<file path="src/design/lobm_pkg.sv">
`timescale 1ns / 1ps
// Shared types and constants of the order book matcher.
// No dependencies; used by every module of the block.
package lobm_pkg;

	localparam int BOOK_DEPTH = 256;
	localparam int IDX_W      = $clog2(BOOK_DEPTH);

	typedef enum logic [2:0] {
		STAT_NEW       = 3'd0,
		STAT_PARTIAL   = 3'd1,
		STAT_FILLED    = 3'd2,
		STAT_CANCELLED = 3'd3,
		STAT_REJECTED  = 3'd4,
		STAT_NOT_FOUND = 3'd5
	} stat_t;

	localparam logic KIND_TRADE  = 1'b0;
	localparam logic KIND_STATUS = 1'b1;
	localparam logic FUNC_NEW    = 1'b0;
	localparam logic FUNC_CANCEL = 1'b1;
	localparam logic SIDE_BUY    = 1'b0;
	localparam logic SIDE_SELL   = 1'b1;

	typedef enum logic [1:0] {
		W_LOAD,
		W_REM,
		W_CLR
	} wop_t;

	typedef enum logic [1:0] {
		P_MATCH,
		P_REST,
		P_CXL
	} purp_t;

	typedef enum logic [2:0] {
		S_IDLE,
		S_NEWRPT,
		S_REJ,
		S_CHECK,
		S_SCAN,
		S_RESOLVE,
		S_FINAL
	} state_t;

	// Search word that travels down the row of entries.
	typedef struct packed {
		logic             tok;
		logic             bfound;
		logic [IDX_W-1:0] bidx;
		logic [19:0]      bprice;
		logic [31:0]      barr;
		logic [31:0]      brem;
		logic [31:0]      boid;
		logic [31:0]      btid;
		logic             cfound;
		logic [IDX_W-1:0] cidx;
		logic [31:0]      crem;
		logic             ffound;
		logic [IDX_W-1:0] fidx;
	} cand_t;

	typedef struct packed {
		logic        opp;
		logic [31:0] oid;
	} query_t;

	typedef struct packed {
		logic             en;
		wop_t             op;
		logic [IDX_W-1:0] idx;
		logic             side;
		logic [19:0]      price;
		logic [31:0]      rem;
		logic [31:0]      arr;
		logic [31:0]      oid;
		logic [31:0]      tid;
	} wcmd_t;

endpackage

</file>
<file path="src/design/lobm_cell.sv">
`timescale 1ns / 1ps
// One book entry of the matcher row, with its stage of the search word.
// Depends on lobm_pkg.
module lobm_cell import lobm_pkg::*; #(
	parameter logic [IDX_W-1:0] IDX = '0
) (
	input  logic   clk,
	input  logic   arst_n,
	input  query_t q,
	input  wcmd_t  w,
	input  cand_t  cand_in,
	output cand_t  cand_out
);

	logic        valid_q;
	logic        side_q;
	logic [19:0] price_q;
	logic [31:0] rem_q;
	logic [31:0] arr_q;
	logic [31:0] oid_q;
	logic [31:0] tid_q;
	cand_t       cand_q;
	cand_t       nxt;
	logic        better;
	logic        hit;

	always_comb begin
		better = 1'b0;
		if (valid_q && side_q == q.opp) begin
			if (!cand_in.bfound)
				better = 1'b1;
			else if (q.opp == SIDE_SELL ? (price_q < cand_in.bprice) : (price_q > cand_in.bprice))
				better = 1'b1;
			else if (price_q == cand_in.bprice && arr_q < cand_in.barr)
				better = 1'b1;
		end
		nxt = cand_in;
		if (better) begin
			nxt.bfound = 1'b1;
			nxt.bidx   = IDX;
			nxt.bprice = price_q;
			nxt.barr   = arr_q;
			nxt.brem   = rem_q;
			nxt.boid   = oid_q;
			nxt.btid   = tid_q;
		end
		if (!cand_in.cfound && valid_q && oid_q == q.oid) begin
			nxt.cfound = 1'b1;
			nxt.cidx   = IDX;
			nxt.crem   = rem_q;
		end
		if (!cand_in.ffound && !valid_q) begin
			nxt.ffound = 1'b1;
			nxt.fidx   = IDX;
		end
	end

	assign hit = w.en && w.idx == IDX;

	always_ff @(posedge clk or negedge arst_n) begin
		if (!arst_n) begin
			valid_q <= 1'b0;
			cand_q  <= '0;
		end else begin
			cand_q <= nxt;
			if (hit) begin
				unique case (w.op)
					W_LOAD: valid_q <= 1'b1;
					W_REM:  valid_q <= (w.rem != 32'd0);
					W_CLR:  valid_q <= 1'b0;
					default: valid_q <= valid_q;
				endcase
			end
		end
	end

	always_ff @(posedge clk) begin
		if (hit && w.op == W_LOAD) begin
			side_q  <= w.side;
			price_q <= w.price;
			arr_q   <= w.arr;
			oid_q   <= w.oid;
			tid_q   <= w.tid;
		end
		if (hit && (w.op == W_LOAD || w.op == W_REM))
			rem_q <= w.rem;
	end

	assign cand_out = cand_q;

endmodule

</file>
<file path="config.mk">
export PLATFORM = sky130hd
export DESIGN_NAME = lobm_cell
export DESIGN_NICKNAME = d
export VERILOG_FILES = /design/src/design/lobm_pkg.sv /design/src/design/lobm_cell.sv
export SDC_FILE = /design/constraint.sdc
export NUM_CORES = 1
export LEC_CHECK = 0
export BUFFER_PORTS_ARGS = -buffer_cell sky130_fd_sc_hd__clkbuf_2
export CAP_MARGIN = 20
export CORE_AREA = 5 5 232 234
export DETAILED_ROUTE_END_ITERATION = 16
export DIE_AREA = 0 0 237 239
export PLACE_DENSITY = 0.73
export SLEW_MARGIN = 20
export SYNTH_ARGS = -nofsm -noshare
export SYNTH_HDL_FRONTEND = slang
export SYNTH_SLANG_ARGS = --single-unit
</file>
<file path="constraint.sdc">
create_clock -name clk -period 2.9 [get_ports clk]
set_input_delay 0.29 -clock clk [delete_from_list [all_inputs] [get_ports clk]]
set_output_delay 0.29 -clock clk [all_outputs]
set_load 0.05 [all_outputs]
</file>
==> results by group <==
Outcome
  • Status: complete, but fails checks
  • Violated checks: setup timing

Placed design
  • Placed Instances: 2758
  • Gpl congestion: 0.934
  • Port Buf Inserts: 610
  • Area after DPL: 0.0228 mm²
  • DP HPWL: 50100 µm

Power
  • Sequential Power Share: 38.5%
  • Leak pwr: 0.0122 µW
  • Gate power share: 21.4%
  • Internal power: 10200 µW
  • Worst vdd ir: 0.419 mV
  • Clock network power share: 40.1%
  • Power per cell area: 506 mW/mm²
  • Net Switching: 4380 µW
  • Sw frac: 30.1%

Route
  • Met1 wire length: 29100 µm
  • Uppermost layer routed: met5
  • Drt total wl: 79900 µm
  • Met2 wire length: 38600 µm
  • Antenna Nets Post-Route: 0
  • Vias: 18000
  • Vias per cell: 5.68
  • Drt first-iter violations: 1396
  • Drt drc: 0
  • DR WL/cell: 25.2 µm
  • Detail Route met3 WL: 7370 µm
  • Pre-Repair DR Iteration Count: 5

Finish
  • NumNets Final: 2889
  • Core Util, Final: 55.5%
  • Non-Filler Instances: 3172
  • Finished Cell Area: 0.0288 mm²
  • Share of layout cells above drive strength 1: 42.5%
  • Area Growth Syn to Fin: 56.3%
  • FILL cells: 3982

Die
  • Initial Utilization: 35.5%
  • I/O Pins: 611
  • Core ar.: 0.0518 mm²
  • Die width: 237 µm
  • Die Y: 239 µm
  • Core Rows: 84
  • DIE AREA: 0.0566 mm²

STA
  • Hold Slack: 0.0348 ns
  • Max-slew violation count: 0
  • Worst slew margin: 43.4%
  • Setup Total Neg Slack: -0.0457 ns
  • Worst Tran Pin Value: 0.849 ns
  • Fin worst setup slack: -0.0131 ns
  • Final min period: 2.91 ns
  • RSZ-0062 raised after global routing: true
  • Final setup fails: 5
  • Max Freq: 0.343 GHz
  • Hold Violations, Final: 0
  • Final period util: 100%
  • Worst Skew: 0.0358 ns

Global route
  • Vias in the first global route: 18600
  • Antenna violations before repair: 19
  • First-pass GRT wire length: 113000 µm
  • Largest net degree at the start of global routing: 149
  • GRT overflow: 0
  • Gr usage total: 25.3%

Synth
  • Area contributors post-synth: dfrtp_1 28%, edfxtp_1 24%, o311ai_2 12%
  • Post-synth EDFFs: 149
  • Top-area cell type share of the netlist area: 28.4%
  • Synth Area in Adders: 3.47%
  • Post-synth top area cell: dfrtp_1
  • Post-synthesis compound-gate area fraction: 27.2%
  • XOR/XNOR Fraction of Synth Area: 1.52%
  • Simple-gate share of the synthesized area: 6.19%
  • Mux share of post-synthesis cell area: 1.96%
  • Post-Syn Nets: 1951
  • Synth warn: 0
  • Seq/Total Area, Yosys: 52.7%
  • Mapped Cells: 1497
  • Leading register cell type out of synthesis: dfrtp_1
  • Post-Syn Area: 0.0184 mm²
  • Post-synth ARST share: 58.4%
  • Unique masters post-synth: 52
  • Main combinational cell family by area after synthesis: compound AO/OA/AOI/OAI gates
  • Synthesized area per cell: 12.3 µm²
  • Yosys reg bits: 358

Critical path
  • Critical path class: flop to flop
  • WP data arrival: 3.35 ns
  • Max Fanout on Critical Path: 19
  • CP Buf/Inv Count: 4
  • Nature of the critical path endpoint: flop
  • Crit start category: flop
  • Req. time, crit path: 3.33 ns
  • Crit path max-delay cell type: edfxtp_1
  • Critical path's largest stage delay: 0.40 ns
  • Delay-heaviest family, CP: compound AO/OA/AOI/OAI gates
  • CP most frequent cell: buf_4
  • Ordered list of cells on the worst path: ha_1, buf_4, a21oi_1, o21ai_1, a221oi_2, buf_4, and3_4, buf_6, buf_12, a2bb2oi_1, o311ai_4

Min path
  • Hold crit path type: input port to flop

Clock network
  • H-tree depth: 2
  • Num Clock Sinks: 358
  • CTS buffer count: 44
  • CTS tree: done
  • CTS max path bufs: 3
  • CTS clk-pin slew, worst paths: 0.06 ns
  • Worst skew pair latency: 0.59 ns
  • Clock root buffer: clkbuf_16

Job
  • Max Cap Viol: 0
[worst register-to-register path, stage by stage, from the launching register on]
cell	delay, ns
edfxtp_1	0.40
ha_1	0.31
buf_4	0.15
a21oi_1	0.15
o21ai_1	0.15
a221oi_2	0.37
buf_4	0.17
and3_4	0.26
buf_6	0.19
buf_12	0.20
a2bb2oi_1	0.30
o311ai_4	0.13
[path summary, 6_finish.rpt]
kind,from,end,slack [ns],depth (start not counted)
worst max-delay path,price_q[15]$_DFFE_PP_,cand_out[106]$_DFF_PN0_,-0.01,11
worst min-delay path,cand_in[79],cand_out[79]$_DFF_PN0_,0.03,3
worst max register to register,price_q[15]$_DFFE_PP_,cand_out[106]$_DFF_PN0_,-0.01,11
worst min register to register,tid_q[11]$_DFFE_PP_,cand_out[61]$_DFF_PN0_,0.54,2
max in group asynchronous,arst_n,cand_out[144]$_DFF_PN0_,1.64,3
min in group asynchronous,arst_n,cand_out[122]$_DFF_PN0_,0.25,2
[through the flow]
stage,power (µW),setup WS (ns)
floorplan,7210,-0.178
global placement,8120,-0.140
finish,14600,-0.0131
global route,15000,-0.0717
detailed placement,8160,-0.202
CTS,14400,-0.0126
[cells in the final DEF, fill, tap and decap left out, types with 8 or more instances in the layout]
master,count
o311ai_2,81
nand4_1,16
dlygate4sd3_1,288
inv_1,152
clkbuf_2,609
clkbuf_1,11
a21oi_1,16
a2bb2oi_1,95
o311ai_1,14
nand2_1,160
mux2_2,32
ha_1,45
o211ai_1,150
o311ai_4,54
a2bb2oi_2,53
nor2b_1,9
nor2_1,9
edfxtp_1,149
buf_12,24
buf_4,79
clkbuf_16,53
dfrtp_1,209
nor4_1,8
diode_2,13
and2_1,10
xnor2_1,31
buf_16,9
[registers in the layout, indices dropped and copies added, names as in the netlist]
register  flops
side_q        1
rem_q        32
tid_q        32
arr_q        32
price_q      20
oid_q        32
cand_out    208
valid_q       1
[cells in the mapped netlist (2+ instances only)]
| cell | number |
|---|---|
| dfrtp_1 | 209 |
| nand2_1 | 160 |
| inv_1 | 153 |
| o211ai_1 | 150 |
| edfxtp_1 | 149 |
| a2bb2oi_1 | 148 |
| o311ai_2 | 132 |
| clkbuf_1 | 84 |
| ha_1 | 51 |
| mux2_2 | 32 |
| xnor2_1 | 31 |
| buf_2 | 18 |
| a21oi_1 | 16 |
| nand4_1 | 16 |
| o311ai_0 | 16 |
| buf_4 | 15 |
| buf_6 | 15 |
| and2_1 | 10 |
| nor2_1 | 10 |
| nor2b_1 | 9 |
| nor4_1 | 9 |
| nor3b_1 | 8 |
| o21ai_0 | 7 |
| nand3_1 | 6 |
| nand2b_1 | 4 |
| nor3_1 | 4 |
| and4_1 | 3 |
| buf_1 | 3 |
| a21o_1 | 2 |
| a221o_1 | 2 |
| a221oi_1 | 2 |
| o211a_1 | 2 |
| o21a_1 | 2 |
[kinds of logic (layout without fill, tap and decap cells)]
kind of cell / after synthesis / count (layout)
buffers and inverters: 289 / 1263
other: 0 / 13
and+or+nand+nor: 247 / 247
adders and majority gates: 51 / 51
AOI/OAI and AO/OA: 488 / 488
DFF: 358 / 358
muxes: 32 / 32
xor gates and xnor gates: 32 / 32
[power groups by stage]
stage / Combinational [µW] / Clock [µW] / Sequential (µW)
after floorplan: 761 / 0 / 6450
after global placement: 2430 / 0 / 5690
after detailed placement: 2470 / 0 / 5690
after CTS: 2850 / 5910 / 5600
after global routing: 3240 / 6150 / 5620
final: 3110 / 5840 / 5600
[metal layers]
metal / up-vias / global-route usage [%]
met4: 16 / 12.8
met5: - / 0
met3: 379 / 6.36
met2: 1198 / 42.3
met1: 8792 / 30.5
li1: 7624 / -
[cell type report]
class | instances | area, µm² | area share [%]
Antenna cell | 13 | 32.5 | 0.113
Clock buffer | 62 | 1240 | 4.31
Clock inverter | 20 | 268 | 0.931
Inverter | 153 | 574 | 2.00
Multi-Input combinational cell | 850 | 8490 | 29.5
Sequential cell | 358 | 9700 | 33.7
Tap cell | 688 | 861 | 2.99
Timing Repair Buffer | 1028 | 7600 | 26.4
[repair_timing]
| item | CTS | global route |
|---|---|---|
| setup endpoints to repair | 151 | 141 |
| hold buffers | 287 | 1 |
| pin swaps | 7 | 38 |
| gates resized for setup | 21 | 138 |
| buffers inserted | 8 | 8 |
| gates cloned | 3 | 12 |
| hold endpoints to repair | 332 | 1 |
No activity file was read; power rests on OpenSTA's default activity.
