<file path="src/design/lobm_pkg.sv">
`timescale 1ns / 1ps
// Shared types and constants of the order book matcher.
// No dependencies; used by every module of the block.
package lobm_pkg;

	localparam int BOOK_DEPTH = 256;
	localparam int IDX_W      = $clog2(BOOK_DEPTH);

	typedef enum logic [2:0] {
		STAT_NEW       = 3'd0,
		STAT_PARTIAL   = 3'd1,
		STAT_FILLED    = 3'd2,
		STAT_CANCELLED = 3'd3,
		STAT_REJECTED  = 3'd4,
		STAT_NOT_FOUND = 3'd5
	} stat_t;

	localparam logic KIND_TRADE  = 1'b0;
	localparam logic KIND_STATUS = 1'b1;
	localparam logic FUNC_NEW    = 1'b0;
	localparam logic FUNC_CANCEL = 1'b1;
	localparam logic SIDE_BUY    = 1'b0;
	localparam logic SIDE_SELL   = 1'b1;

	typedef enum logic [1:0] {
		W_LOAD,
		W_REM,
		W_CLR
	} wop_t;

	typedef enum logic [1:0] {
		P_MATCH,
		P_REST,
		P_CXL
	} purp_t;

	typedef enum logic [2:0] {
		S_IDLE,
		S_NEWRPT,
		S_REJ,
		S_CHECK,
		S_SCAN,
		S_RESOLVE,
		S_FINAL
	} state_t;

	// Search word that travels down the row of entries.
	typedef struct packed {
		logic             tok;
		logic             bfound;
		logic [IDX_W-1:0] bidx;
		logic [19:0]      bprice;
		logic [31:0]      barr;
		logic [31:0]      brem;
		logic [31:0]      boid;
		logic [31:0]      btid;
		logic             cfound;
		logic [IDX_W-1:0] cidx;
		logic [31:0]      crem;
		logic             ffound;
		logic [IDX_W-1:0] fidx;
	} cand_t;

	typedef struct packed {
		logic        opp;
		logic [31:0] oid;
	} query_t;

	typedef struct packed {
		logic             en;
		wop_t             op;
		logic [IDX_W-1:0] idx;
		logic             side;
		logic [19:0]      price;
		logic [31:0]      rem;
		logic [31:0]      arr;
		logic [31:0]      oid;
		logic [31:0]      tid;
	} wcmd_t;

endpackage

</file>
<file path="src/design/lobm_ctrl.sv">
`timescale 1ns / 1ps
// Sequencer of the matcher: takes orders, starts searches of the entry row,
// forms trade and status words and holds the output register. Uses lobm_pkg.
module lobm_ctrl import lobm_pkg::*; #(
	parameter int MAX_FILLS = 62
) (
	input  logic        clk,
	input  logic        arst_n,
	input  logic        in_valid,
	output logic        in_ready,
	input  logic        func,
	input  logic        side,
	input  logic [19:0] price,
	input  logic [31:0] quantity,
	input  logic [31:0] order_id,
	input  logic [31:0] trader_id,
	output logic        out_valid,
	input  logic        out_ready,
	output logic        kind,
	output logic [31:0] trade_id,
	output logic [31:0] buy_order_id,
	output logic [31:0] sell_order_id,
	output logic [31:0] buy_trader_id,
	output logic [31:0] sell_trader_id,
	output logic [19:0] exec_price,
	output logic [31:0] exec_quantity,
	output logic [31:0] report_order_id,
	output logic [2:0]  order_status,
	output logic [31:0] remaining_quantity,
	output logic        last,
	output query_t      q,
	output wcmd_t       w,
	output cand_t       seed,
	input  cand_t       res
);

	localparam int FW = $clog2(MAX_FILLS + 1);

	state_t      state_q, state_d;
	purp_t       purp_q, purp_d;
	logic        side_q;
	logic [19:0] price_q;
	logic [31:0] qty_q, oid_q, tid_q, rem_q;
	logic [FW-1:0] fills_q;
	logic [31:0] trade_no_q, arrival_q;
	cand_t       res_q;
	logic        out_free, emit, scan_start, trade, load;
	logic [31:0] m, rrem;
	logic        cross_ok;

	logic        o_kind, o_last;
	logic [31:0] o_tid, o_boid, o_soid, o_btid, o_stid, o_qty, o_roid, o_rem;
	logic [19:0] o_price;
	stat_t       o_stat;

	logic        ov_q, k_q, l_q;
	logic [31:0] t_q, bo_q, so_q, bt_q, st_q, eq_q, ro_q, rq_q;
	logic [19:0] ep_q;
	stat_t       os_q;

	assign out_free = !ov_q || out_ready;
	assign in_ready = (state_q == S_IDLE);
	assign q.opp    = ~side_q;
	assign q.oid    = oid_q;

	assign m    = (rem_q < res_q.brem) ? rem_q : res_q.brem;
	assign rrem = res_q.brem - m;
	assign cross_ok = res_q.bfound && (price_q == 20'd0 ||
		(side_q == SIDE_BUY ? res_q.bprice <= price_q : res_q.bprice >= price_q));

	always_comb begin
		state_d = state_q;
		purp_d  = purp_q;
		unique case (state_q)
			S_IDLE: if (in_valid) begin
				state_d = (func == FUNC_CANCEL) ? S_CHECK : S_NEWRPT;
				purp_d  = (func == FUNC_CANCEL) ? P_CXL : P_MATCH;
			end
			S_NEWRPT: if (out_free) state_d = (qty_q == 32'd0) ? S_REJ : S_CHECK;
			S_REJ:    if (out_free) state_d = S_IDLE;
			S_CHECK: begin
				if (purp_q == P_CXL)
					state_d = S_SCAN;
				else if (rem_q != 32'd0 && fills_q < FW'(MAX_FILLS)) begin
					state_d = S_SCAN;
					purp_d  = P_MATCH;
				end else if (rem_q == 32'd0 || price_q == 20'd0)
					state_d = S_FINAL;
				else begin
					state_d = S_SCAN;
					purp_d  = P_REST;
				end
			end
			S_SCAN: if (res.tok) state_d = S_RESOLVE;
			S_RESOLVE: begin
				if (purp_q == P_CXL) begin
					if (out_free) state_d = S_IDLE;
				end else if (purp_q == P_MATCH && cross_ok) begin
					if (out_free) state_d = S_CHECK;
				end else
					state_d = S_FINAL;
			end
			S_FINAL: if (out_free) state_d = S_IDLE;
			default: state_d = S_IDLE;
		endcase
	end

	always_comb begin
		emit = 1'b0; scan_start = 1'b0; trade = 1'b0; load = 1'b0;
		o_kind = KIND_STATUS; o_last = 1'b0; o_stat = STAT_NEW;
		o_tid = '0; o_boid = '0; o_soid = '0; o_btid = '0; o_stid = '0;
		o_qty = '0; o_price = '0; o_roid = oid_q; o_rem = '0;
		w = '0;
		w.op = W_CLR;
		unique case (state_q)
			S_NEWRPT: begin
				emit  = out_free;
				o_rem = qty_q;
			end
			S_REJ: begin
				emit   = out_free;
				o_stat = STAT_REJECTED;
				o_last = 1'b1;
			end
			S_CHECK: scan_start = (purp_q == P_CXL) ||
				(rem_q != 32'd0 && (fills_q < FW'(MAX_FILLS) || price_q != 20'd0));
			S_RESOLVE: begin
				if (purp_q == P_CXL) begin
					emit   = out_free;
					o_last = 1'b1;
					o_stat = res_q.cfound ? STAT_CANCELLED : STAT_NOT_FOUND;
					o_rem  = res_q.cfound ? res_q.crem : 32'd0;
					w.en   = out_free && res_q.cfound;
					w.idx  = res_q.cidx;
				end else if (purp_q == P_MATCH && cross_ok) begin
					emit    = out_free;
					trade   = out_free;
					o_kind  = KIND_TRADE;
					o_tid   = trade_no_q;
					o_boid  = (side_q == SIDE_BUY) ? oid_q : res_q.boid;
					o_soid  = (side_q == SIDE_BUY) ? res_q.boid : oid_q;
					o_btid  = (side_q == SIDE_BUY) ? tid_q : res_q.btid;
					o_stid  = (side_q == SIDE_BUY) ? res_q.btid : tid_q;
					o_price = res_q.bprice;
					o_qty   = m;
					o_roid  = res_q.boid;
					o_stat  = (rrem == 32'd0) ? STAT_FILLED : STAT_PARTIAL;
					o_rem   = rrem;
					w.en    = out_free;
					w.op    = W_REM;
					w.idx   = res_q.bidx;
					w.rem   = rrem;
				end
			end
			S_FINAL: begin
				emit   = out_free;
				o_last = 1'b1;
				o_rem  = rem_q;
				if (rem_q == 32'd0)
					o_stat = STAT_FILLED;
				else if (price_q == 20'd0 || !res_q.ffound)
					o_stat = STAT_CANCELLED;
				else begin
					o_stat  = (rem_q == qty_q) ? STAT_NEW : STAT_PARTIAL;
					load    = out_free;
					w.en    = out_free;
					w.op    = W_LOAD;
					w.idx   = res_q.fidx;
					w.side  = side_q;
					w.price = price_q;
					w.rem   = rem_q;
					w.arr   = arrival_q;
					w.oid   = oid_q;
					w.tid   = tid_q;
				end
			end
			default: ;
		endcase
		seed     = '0;
		seed.tok = scan_start;
	end

	always_ff @(posedge clk or negedge arst_n) begin
		if (!arst_n) begin
			state_q    <= S_IDLE;
			purp_q     <= P_MATCH;
			fills_q    <= '0;
			trade_no_q <= 32'd1;
			arrival_q  <= 32'd0;
			ov_q       <= 1'b0;
		end else begin
			state_q <= state_d;
			purp_q  <= purp_d;
			if (in_valid && in_ready)
				fills_q <= '0;
			else if (trade)
				fills_q <= fills_q + 1'b1;
			if (trade)
				trade_no_q <= trade_no_q + 32'd1;
			if (load)
				arrival_q <= arrival_q + 32'd1;
			if (emit)
				ov_q <= 1'b1;
			else if (out_ready)
				ov_q <= 1'b0;
		end
	end

	always_ff @(posedge clk) begin
		if (in_valid && in_ready) begin
			side_q  <= side;
			price_q <= price;
			qty_q   <= quantity;
			oid_q   <= order_id;
			tid_q   <= trader_id;
			rem_q   <= quantity;
		end else if (trade)
			rem_q <= rem_q - m;
		if (state_q == S_SCAN && res.tok)
			res_q <= res;
		if (emit) begin
			k_q  <= o_kind;  t_q  <= o_tid;  bo_q <= o_boid; so_q <= o_soid;
			bt_q <= o_btid;  st_q <= o_stid; ep_q <= o_price; eq_q <= o_qty;
			ro_q <= o_roid;  os_q <= o_stat; rq_q <= o_rem;  l_q  <= o_last;
		end
	end

	assign out_valid          = ov_q;
	assign kind               = k_q;
	assign trade_id           = t_q;
	assign buy_order_id       = bo_q;
	assign sell_order_id      = so_q;
	assign buy_trader_id      = bt_q;
	assign sell_trader_id     = st_q;
	assign exec_price         = ep_q;
	assign exec_quantity      = eq_q;
	assign report_order_id    = ro_q;
	assign order_status       = os_q;
	assign remaining_quantity = rq_q;
	assign last               = l_q;

endmodule

</file>
<file path="config.mk">
export PLATFORM = sky130hd
export DESIGN_NAME = lobm_ctrl
export DESIGN_NICKNAME = d
export VERILOG_FILES = /design/src/design/lobm_pkg.sv /design/src/design/lobm_ctrl.sv
export SDC_FILE = /design/constraint.sdc
export NUM_CORES = 1
export LEC_CHECK = 0
export BUFFER_PORTS_ARGS = -buffer_cell sky130_fd_sc_hd__clkbuf_2
export CORE_AREA = 2 2 390 392
export CTS_CLUSTER_SIZE = 16
export DETAILED_ROUTE_END_ITERATION = 8
export DIE_AREA = 0 0 392 394
export GPL_ROUTABILITY_DRIVEN = 0
export PLACE_DENSITY_LB_ADDON = 0.2
export REMOVE_ABC_BUFFERS = 1
export SLEW_MARGIN = 20
export SYNTH_ARGS = -nofsm -noshare
export SYNTH_HDL_FRONTEND = slang
export SYNTH_SLANG_ARGS = --single-unit
</file>
<file path="constraint.sdc">
create_clock -name clk -period 43.8 [get_ports clk]
set_input_delay 2.19 -clock clk [delete_from_list [all_inputs] [get_ports clk]]
set_output_delay 2.19 -clock clk [all_outputs]
set_load 0.02 [all_outputs]
</file>
==> flow_metrics.env, run 1 <==
export IMPL_hold_buffers=0
export IMPL_cp_endpoint="w[122]"
export IMPL_crit_top_cell="a21oi_1"
export IMPL_min_period_over_period_pct=24.1
export IMPL_drv_slew=0
export IMPL_finish_utilization_pct=28.0
export IMPL_r2r_start="rem_q[30]"
export IMPL_io_pins=1014
export IMPL_cp_start_kind="register"
export IMPL_post_cts_setup_buffers=0
export IMPL_worstPathArrival_ps=8390
export IMPL_fin_cells=5775
export IMPL_syn_to_final_growth_pct=24.4
export IMPL_ir_drop_mv=0.0557
export IMPL_tightest_slew_ps=1050
export IMPL_io_buffers=774
export IMPL_initial_core_util_pct=22.5
export IMPL_dieArea_mm2=0.154
export IMPL_fmax_ghz=0.0946
export IMPL_first_global_vias=24616
export IMPL_ys_seq_elements=681
export IMPL_synthCells=2900
export IMPL_finalClockSkew_ps=43.2
export IMPL_worstReg2RegEnd="order_status[1]"
export IMPL_core_area_mm2=0.151
export IMPL_crit_required_ps=41610
export IMPL_end_kind="primary output"
export IMPL_r2r_slack_ps=35860
export IMPL_synth_top_area_cell="edfxtp_1"
export IMPL_wl_per_cell_um=23.2
export IMPL_worstPathMaxFanout=50
export IMPL_gr_usage_all_layers_pct=16.6
export IMPL_p_per_area_mw_per_mm2=73.2
export IMPL_die_width_um=392
export IMPL_grt_setup_unrepaired="false"
export IMPL_nNetsFinal=4110
export IMPL_grt_overflow=0
export IMPL_cts_resized=0
export IMPL_antenna_found_initial=29
export IMPL_p_seq_share_pct=35.4
export IMPL_synth_cell_types=81
export IMPL_num_vias=25117
export IMPL_hold_path_class="reg -> reg"
export IMPL_pwr_share_clk_pct=22.9
export IMPL_async_flop_share_pct=11.2
export IMPL_largest_reg_flops=175
export IMPL_via_per_inst=4.35
export IMPL_setup_viol=0
export IMPL_synthTopCellsByArea="edfxtp_1, dfrtp_1, buf_4, ha_1, mux2i_1"
export IMPL_ctsHtreeMaxLevel=3
export IMPL_grt_pass1_wl_um=184000
export IMPL_cts_root_buf="clkbuf_16"
export IMPL_power_share_combinational_pct=41.7
export IMPL_status="finished, final reports clean"
export IMPL_drcViolationCount=0
export IMPL_dp_hpwl_um=101000
export IMPL_cts_buffer_depth=3
export IMPL_synth_edf_count=605
export IMPL_intPower_mw=1.76
export IMPL_path_class="reg -> out"
export IMPL_layout_drive_gt1_share_pct=26.0
export IMPL_dpl_cell_count=5611
export IMPL_synthesis_area_mm2=0.0339
export IMPL_hold_slack_ps=457
export IMPL_grt_max_degree=157
export IMPL_rows=143
export IMPL_clock_sinks=681
export IMPL_slowest_delay_ps=710
export IMPL_n_fill_cell=15980
export IMPL_worstRegToRegCells=22
export IMPL_cts_inserted_buffers=84
export IMPL_finalHoldViolCount=0
export IMPL_power_leakage_nw=18.0
export IMPL_critPathLaunch="rem_q[30]"
export IMPL_power_switching_mw=1.33
export IMPL_crit_chain="ha_1, a21oi_1, nand2_1, a221oi_1, nand3_1, nor2_4, buf_4, nor2_1, a21oi_1, ha_1, a21oi_1, nor2_1, a211o_1, a21o_1, a21o_1, a211oi_2, o221ai_1, a31oi_1, o21ai_0, xnor2_1, o21ai_0, clkbuf_2"
export IMPL_largest_register="res_q"
export IMPL_setup_ws_ps=33220
export IMPL_fin_tns_setup_ps=0
export IMPL_first_pass_iters=8
export IMPL_first_iter_violations=1994
export IMPL_yosys_warnings=0
export IMPL_synth_top_area_share_pct=53.5
export IMPL_crit_path_top_delay_cell="a221oi_1"
export IMPL_period_minus_slack_ps=10580
export IMPL_totalWireLength_um=134000
export IMPL_drv_cap=0
export IMPL_clk_insertion_delay_late_ps=700
export IMPL_ys_seq_area_share_pct=59.2
export IMPL_power_share_switching_pct=43.0
export IMPL_ant_nets=0
export IMPL_cts_tree="yes"
export IMPL_cts_clk_slew_worst_paths_ps=60
export IMPL_place_ws_ps=33980
export IMPL_relSlewSlack_pct=29.5
export IMPL_fp_dieH_um=394
export IMPL_syn_avg_cell_area_um2=11.7
export IMPL_ys_flop_type="edfxtp_1"
==> how the worst min path moves through the flow <==
stage                         startpoint  cells past startpoint             end  slack [ps]
after detailed placement  trade_no_q[31]                      1  trade_no_q[31]         450
after floorplan           trade_no_q[31]                      1  trade_no_q[31]         430
after CTS                 trade_no_q[31]                      1  trade_no_q[31]         460
final                     trade_no_q[31]                      1  trade_no_q[31]         460
after global routing       arrival_q[23]                      1   arrival_q[23]         500
after global placement    trade_no_q[31]                      1  trade_no_q[31]         450
==> cells in the mapped netlist, types with 9 or more instances <==
master      n
a21o_1     35
a21oi_1   107
a222oi_1   40
a31oi_1    12
and2_1    156
and3_1     17
and4_1      9
buf_4     208
clkbuf_1  114
dfrtp_1    75
edfxtp_1  605
ha_1      111
inv_1      97
mux2i_1   129
nand2_1   305
nand2b_1   17
nand3_1    52
nand4_1    30
nor2_1    294
nor2b_1    25
nor3_1     53
nor4_1     36
o21a_1     11
o21ai_0    74
o31ai_1    12
xnor2_1    75
xor2_1     68
==> layout make-up <==
class	instances	area [µm²]	area share [%]
Tap cell	2030	2540	6.02
Clock inverter	55	597	1.41
Antenna cell	11	27.5	0.0652
Multi-Input combinational cell	1996	12300	29.1
Clock buffer	98	2160	5.13
Sequential cell	681	20100	47.5
Timing Repair Buffer	806	4150	9.84
Inverter	98	375	0.889
==> through the flow <==
step / instance area (µm²) / total power, mW
finish: 42200 / 3.09
global route: 42200 / 3.26
CTS: 42200 / 3.13
detailed placement: 39400 / 2.40
global placement: 39400 / 2.40
floorplan: 32700 / 1.96
==> worst max-delay path, delay by kind of cell (launching register included) <==
| family | cells | cell delay (ps) |
|---|---|---|
| AND/OR/NAND/NOR | 5 | 1270 |
| adder cells (fa/ha/maj) | 2 | 820 |
| flip-flops | 1 | 580 |
| AO/OA/AOI/OAI | 12 | 3990 |
| XOR/XNOR | 1 | 220 |
| buffers and inverters | 2 | 790 |
==> cells by family after synthesis <==
logic type | after synthesis | share of synthesized area, %
AOI/OAI and AO/OA | 381 | 7.77
buffers and inverters | 429 | 7.07
xor gates and xnor gates | 143 | 3.69
DFF | 681 | 59.2
and+or+nand+nor | 1018 | 14.1
muxes | 133 | 3.94
other | 1 | 0.0111
adders and majority gates | 114 | 4.24
==> layer usage <==
layer	global-route usage [%]	wire length [µm]	share of wire, %
met3	4.67	10500	7.8
met1	20.7	55100	41
met5	0	170	0.13
met4	4.97	3780	2.8
met2	27.9	64300	48
==> cells in the final DEF, fill, tap and decap left out, types with 17 or more instances in the layout <==
cell and instances:
nor4_1 36, conb_1 207, clkbuf_16 84, clkbuf_2 773, nand4_1 30, nand3_1 52, a222oi_1 40, and3_1 17
xor2_1 68, nand2_1 304, nand2b_1 17, a21oi_1 107, edfxtp_1 605, clkinv_2 17, mux2i_1 129, xnor2_1 75
nor3_1 52, dfrtp_1 75, nor2_1 290, a21o_1 35, inv_1 96, nor2b_1 24, o21ai_0 72, buf_4 30
and2_1 156, ha_1 111
==> power by group through the flow <==
stage | Clock [mW] | Combinational [mW] | Sequential, mW
floorplan | 0 | 0.664 | 1.29
global placement | 0 | 1.30 | 1.10
detailed placement | 0 | 1.29 | 1.10
CTS | 0.733 | 1.30 | 1.09
global route | 0.756 | 1.40 | 1.11
finish | 0.708 | 1.29 | 1.09
No activity file was read; power rests on OpenSTA's default activity.
==> run 2, diff against run 1 <==
- clock period: 43.8 -> 11.1 ns (I/O delays scaled with it)
==> flow_metrics.env, run 2 (same netlist as run 1, synthesis figures left out) <==
export IMPL_hold_path_class="in -> reg"
export IMPL_relSlewSlack_pct=26.0
export IMPL_die_width_um=392
export IMPL_crit_chain="ha_1, a21oi_1, o21ai_0, a221oi_1, nand3_1, nor2_4, nor2_1, a21oi_1, ha_1, a21oi_1, nor2_1, a211o_1, a21o_1, a21o_1, a211oi_2, o221ai_1, a31oi_1, o21ai_0, xnor2_1, o21ai_0, clkbuf_2"
export IMPL_drv_cap=0
export IMPL_cts_resized=0
export IMPL_power_switching_mw=5.26
export IMPL_first_global_vias=25755
export IMPL_r2r_slack_ps=3100
export IMPL_syn_to_final_growth_pct=31.8
export IMPL_grt_pass1_wl_um=188000
export IMPL_worstHoldEndpoint="res_q[38]"
export IMPL_wl_per_cell_um=22.4
export IMPL_grt_overflow=0
export IMPL_fp_dieH_um=394
export IMPL_worstReg2RegEnd="rem_q[30]"
export IMPL_intPower_mw=7.08
export IMPL_p_per_area_mw_per_mm2=276
export IMPL_pwr_share_clk_pct=23.3
export IMPL_clock_sinks=681
export IMPL_r2r_start="rem_q[21]"
export IMPL_drcViolationCount=0
export IMPL_first_pass_iters=8
export IMPL_first_iter_violations=2172
export IMPL_power_leakage_nw=19.0
export IMPL_layout_drive_gt1_share_pct=24.7
export IMPL_status="finished, final reports clean"
export IMPL_hold_path_depth=1
export IMPL_nNetsFinal=4351
export IMPL_worstPathArrival_ps=8030
export IMPL_fmax_ghz=0.116
export IMPL_cts_tree="yes"
export IMPL_ir_drop_mv=0.229
export IMPL_slowest_delay_ps=780
export IMPL_path_class="reg -> out"
export IMPL_finalHoldViolCount=0
export IMPL_worstRegToRegCells=22
export IMPL_ff_latch_area_mm2=0.0201
export IMPL_crit_path_top_delay_cell="a221oi_1"
export IMPL_io_pins=1014
export IMPL_grt_max_degree=151
export IMPL_dp_hpwl_um=101000
export IMPL_layout_commonest_cell="clkbuf_2"
export IMPL_crit_required_ps=10550
export IMPL_io_buffers=774
export IMPL_cts_inserted_buffers=85
export IMPL_finalClockSkew_ps=54.8
export IMPL_cts_buffer_depth=3
export IMPL_ant_nets=0
export IMPL_largest_register="res_q"
export IMPL_p_total_mw=12.3
export IMPL_largest_reg_flops=175
export IMPL_cp_start_kind="register"
export IMPL_ctsHtreeMaxLevel=3
export IMPL_grt_setup_unrepaired="false"
export IMPL_tightest_slew_ps=1110
export IMPL_dieArea_mm2=0.154
export IMPL_initial_core_util_pct=22.5
export IMPL_rows=143
export IMPL_antenna_found_initial=17
export IMPL_setup_viol=0
export IMPL_postPlaceCellArea_mm2=0.0394
export IMPL_multi_input_area_mm2=0.0123
export IMPL_power_share_combinational_pct=41.8
export IMPL_core_area_mm2=0.151
export IMPL_n_fill_cell=15858
export IMPL_gr_usage_all_layers_pct=16.8
export IMPL_cts_clk_slew_worst_paths_ps=60
export IMPL_num_vias=26034
export IMPL_cts_root_buf="clkbuf_16"
export IMPL_clk_insertion_delay_late_ps=700
export IMPL_worstPathMaxFanout=26
export IMPL_end_kind="primary output"
export IMPL_drv_slew=0
export IMPL_totalWireLength_um=135000
export IMPL_p_seq_share_pct=34.9
export IMPL_period_minus_slack_ps=8590
export IMPL_min_period_over_period_pct=77.4
export IMPL_design_area_mm2=0.0447
export IMPL_via_per_inst=4.33
export IMPL_layout_common_cells="clkbuf_2, edfxtp_1, nand2_1"
export IMPL_min_from="res[38]"
export IMPL_power_share_switching_pct=42.6
## run 2: cell types whose count changed in the layout (fill, tap and decap cells not counted), moves of 2 or more
cell	before	now
clkinv_1	14	8
clkinvlp_4	4	10
bufinv_16	7	9
inv_8	3	1
dlygate4sd3_1	0	237
buf_4	30	32
## run 2: how the worst max path moves through the flow
stage                   start              end  slack, ps
floorplan              side_q  buy_order_id[0]     -10350
global placement    rem_q[21]        rem_q[30]       3240
detailed placement  rem_q[21]        rem_q[30]       3170
CTS                 rem_q[21]           w[126]       2500
global route        rem_q[21]           w[126]       2100
finish              rem_q[21]           w[126]       2510
## run 2: power by group through the flow
| stage | clock network (mW) | registers (mW) | logic (mW) |
|---|---|---|---|
| final | 2.87 | 4.30 | 5.16 |
| after global routing | 3.06 | 4.37 | 5.60 |
| after CTS | 2.97 | 4.31 | 5.21 |
| after detailed placement | 0 | 4.35 | 5.11 |
| after global placement | 0 | 4.34 | 5.12 |
| after floorplan | 0 | 4.86 | 2.59 |
## run 2: layout make-up
cell class                 instances  area share (%)
timing repair buffer            1046            14.7
tap                             2030            5.68
inverter                          98           0.839
clock buffer                     101            4.93
sequential                       681            44.9
antenna                           12          0.0671
clock inverter                    55            1.47
multi-input combinational       1996            27.5
## run 2: routing by layer
metal	wire, µm	global-route usage [%]	up-vias
met5	56	0	-
met4	4490	5.61	8
met3	9910	3.96	192
met2	64900	28.3	976
met1	55700	21.0	12818
li1	-	-	12040
## run 2: through the flow
step           worst slack [ps]  hold WS [ps]  utilization (%)  setup TNS [ps]  std cells
2_1_floorplan            -10350           259                -        -3300200       2775
3_3_place_gp               3240           453             26.2               0       5613
3_5_place_dp               3170           453             26.2               0       5613
5_1_grt                    2100          14.6             29.7               0       6009
4_1_cts                    2500          1.01             29.7               0       6006
6_report                   2510          69.5             29.7               0       6019
## run 2: worst max-delay path: cells and delay by family (launching register included)
family          cells  cell delay [ps]
compound gates     13             4210
xor+xnor            1              230
fa+ha+maj           2              780
buf+inv             1              260
flops               1              540
simple gates        4             1300
## run 2: repair_timing
action                    in CTS  in global routing
hold endpoints to repair     268                  0
setup buffers                  0                  0
hold buffers                 237                  0
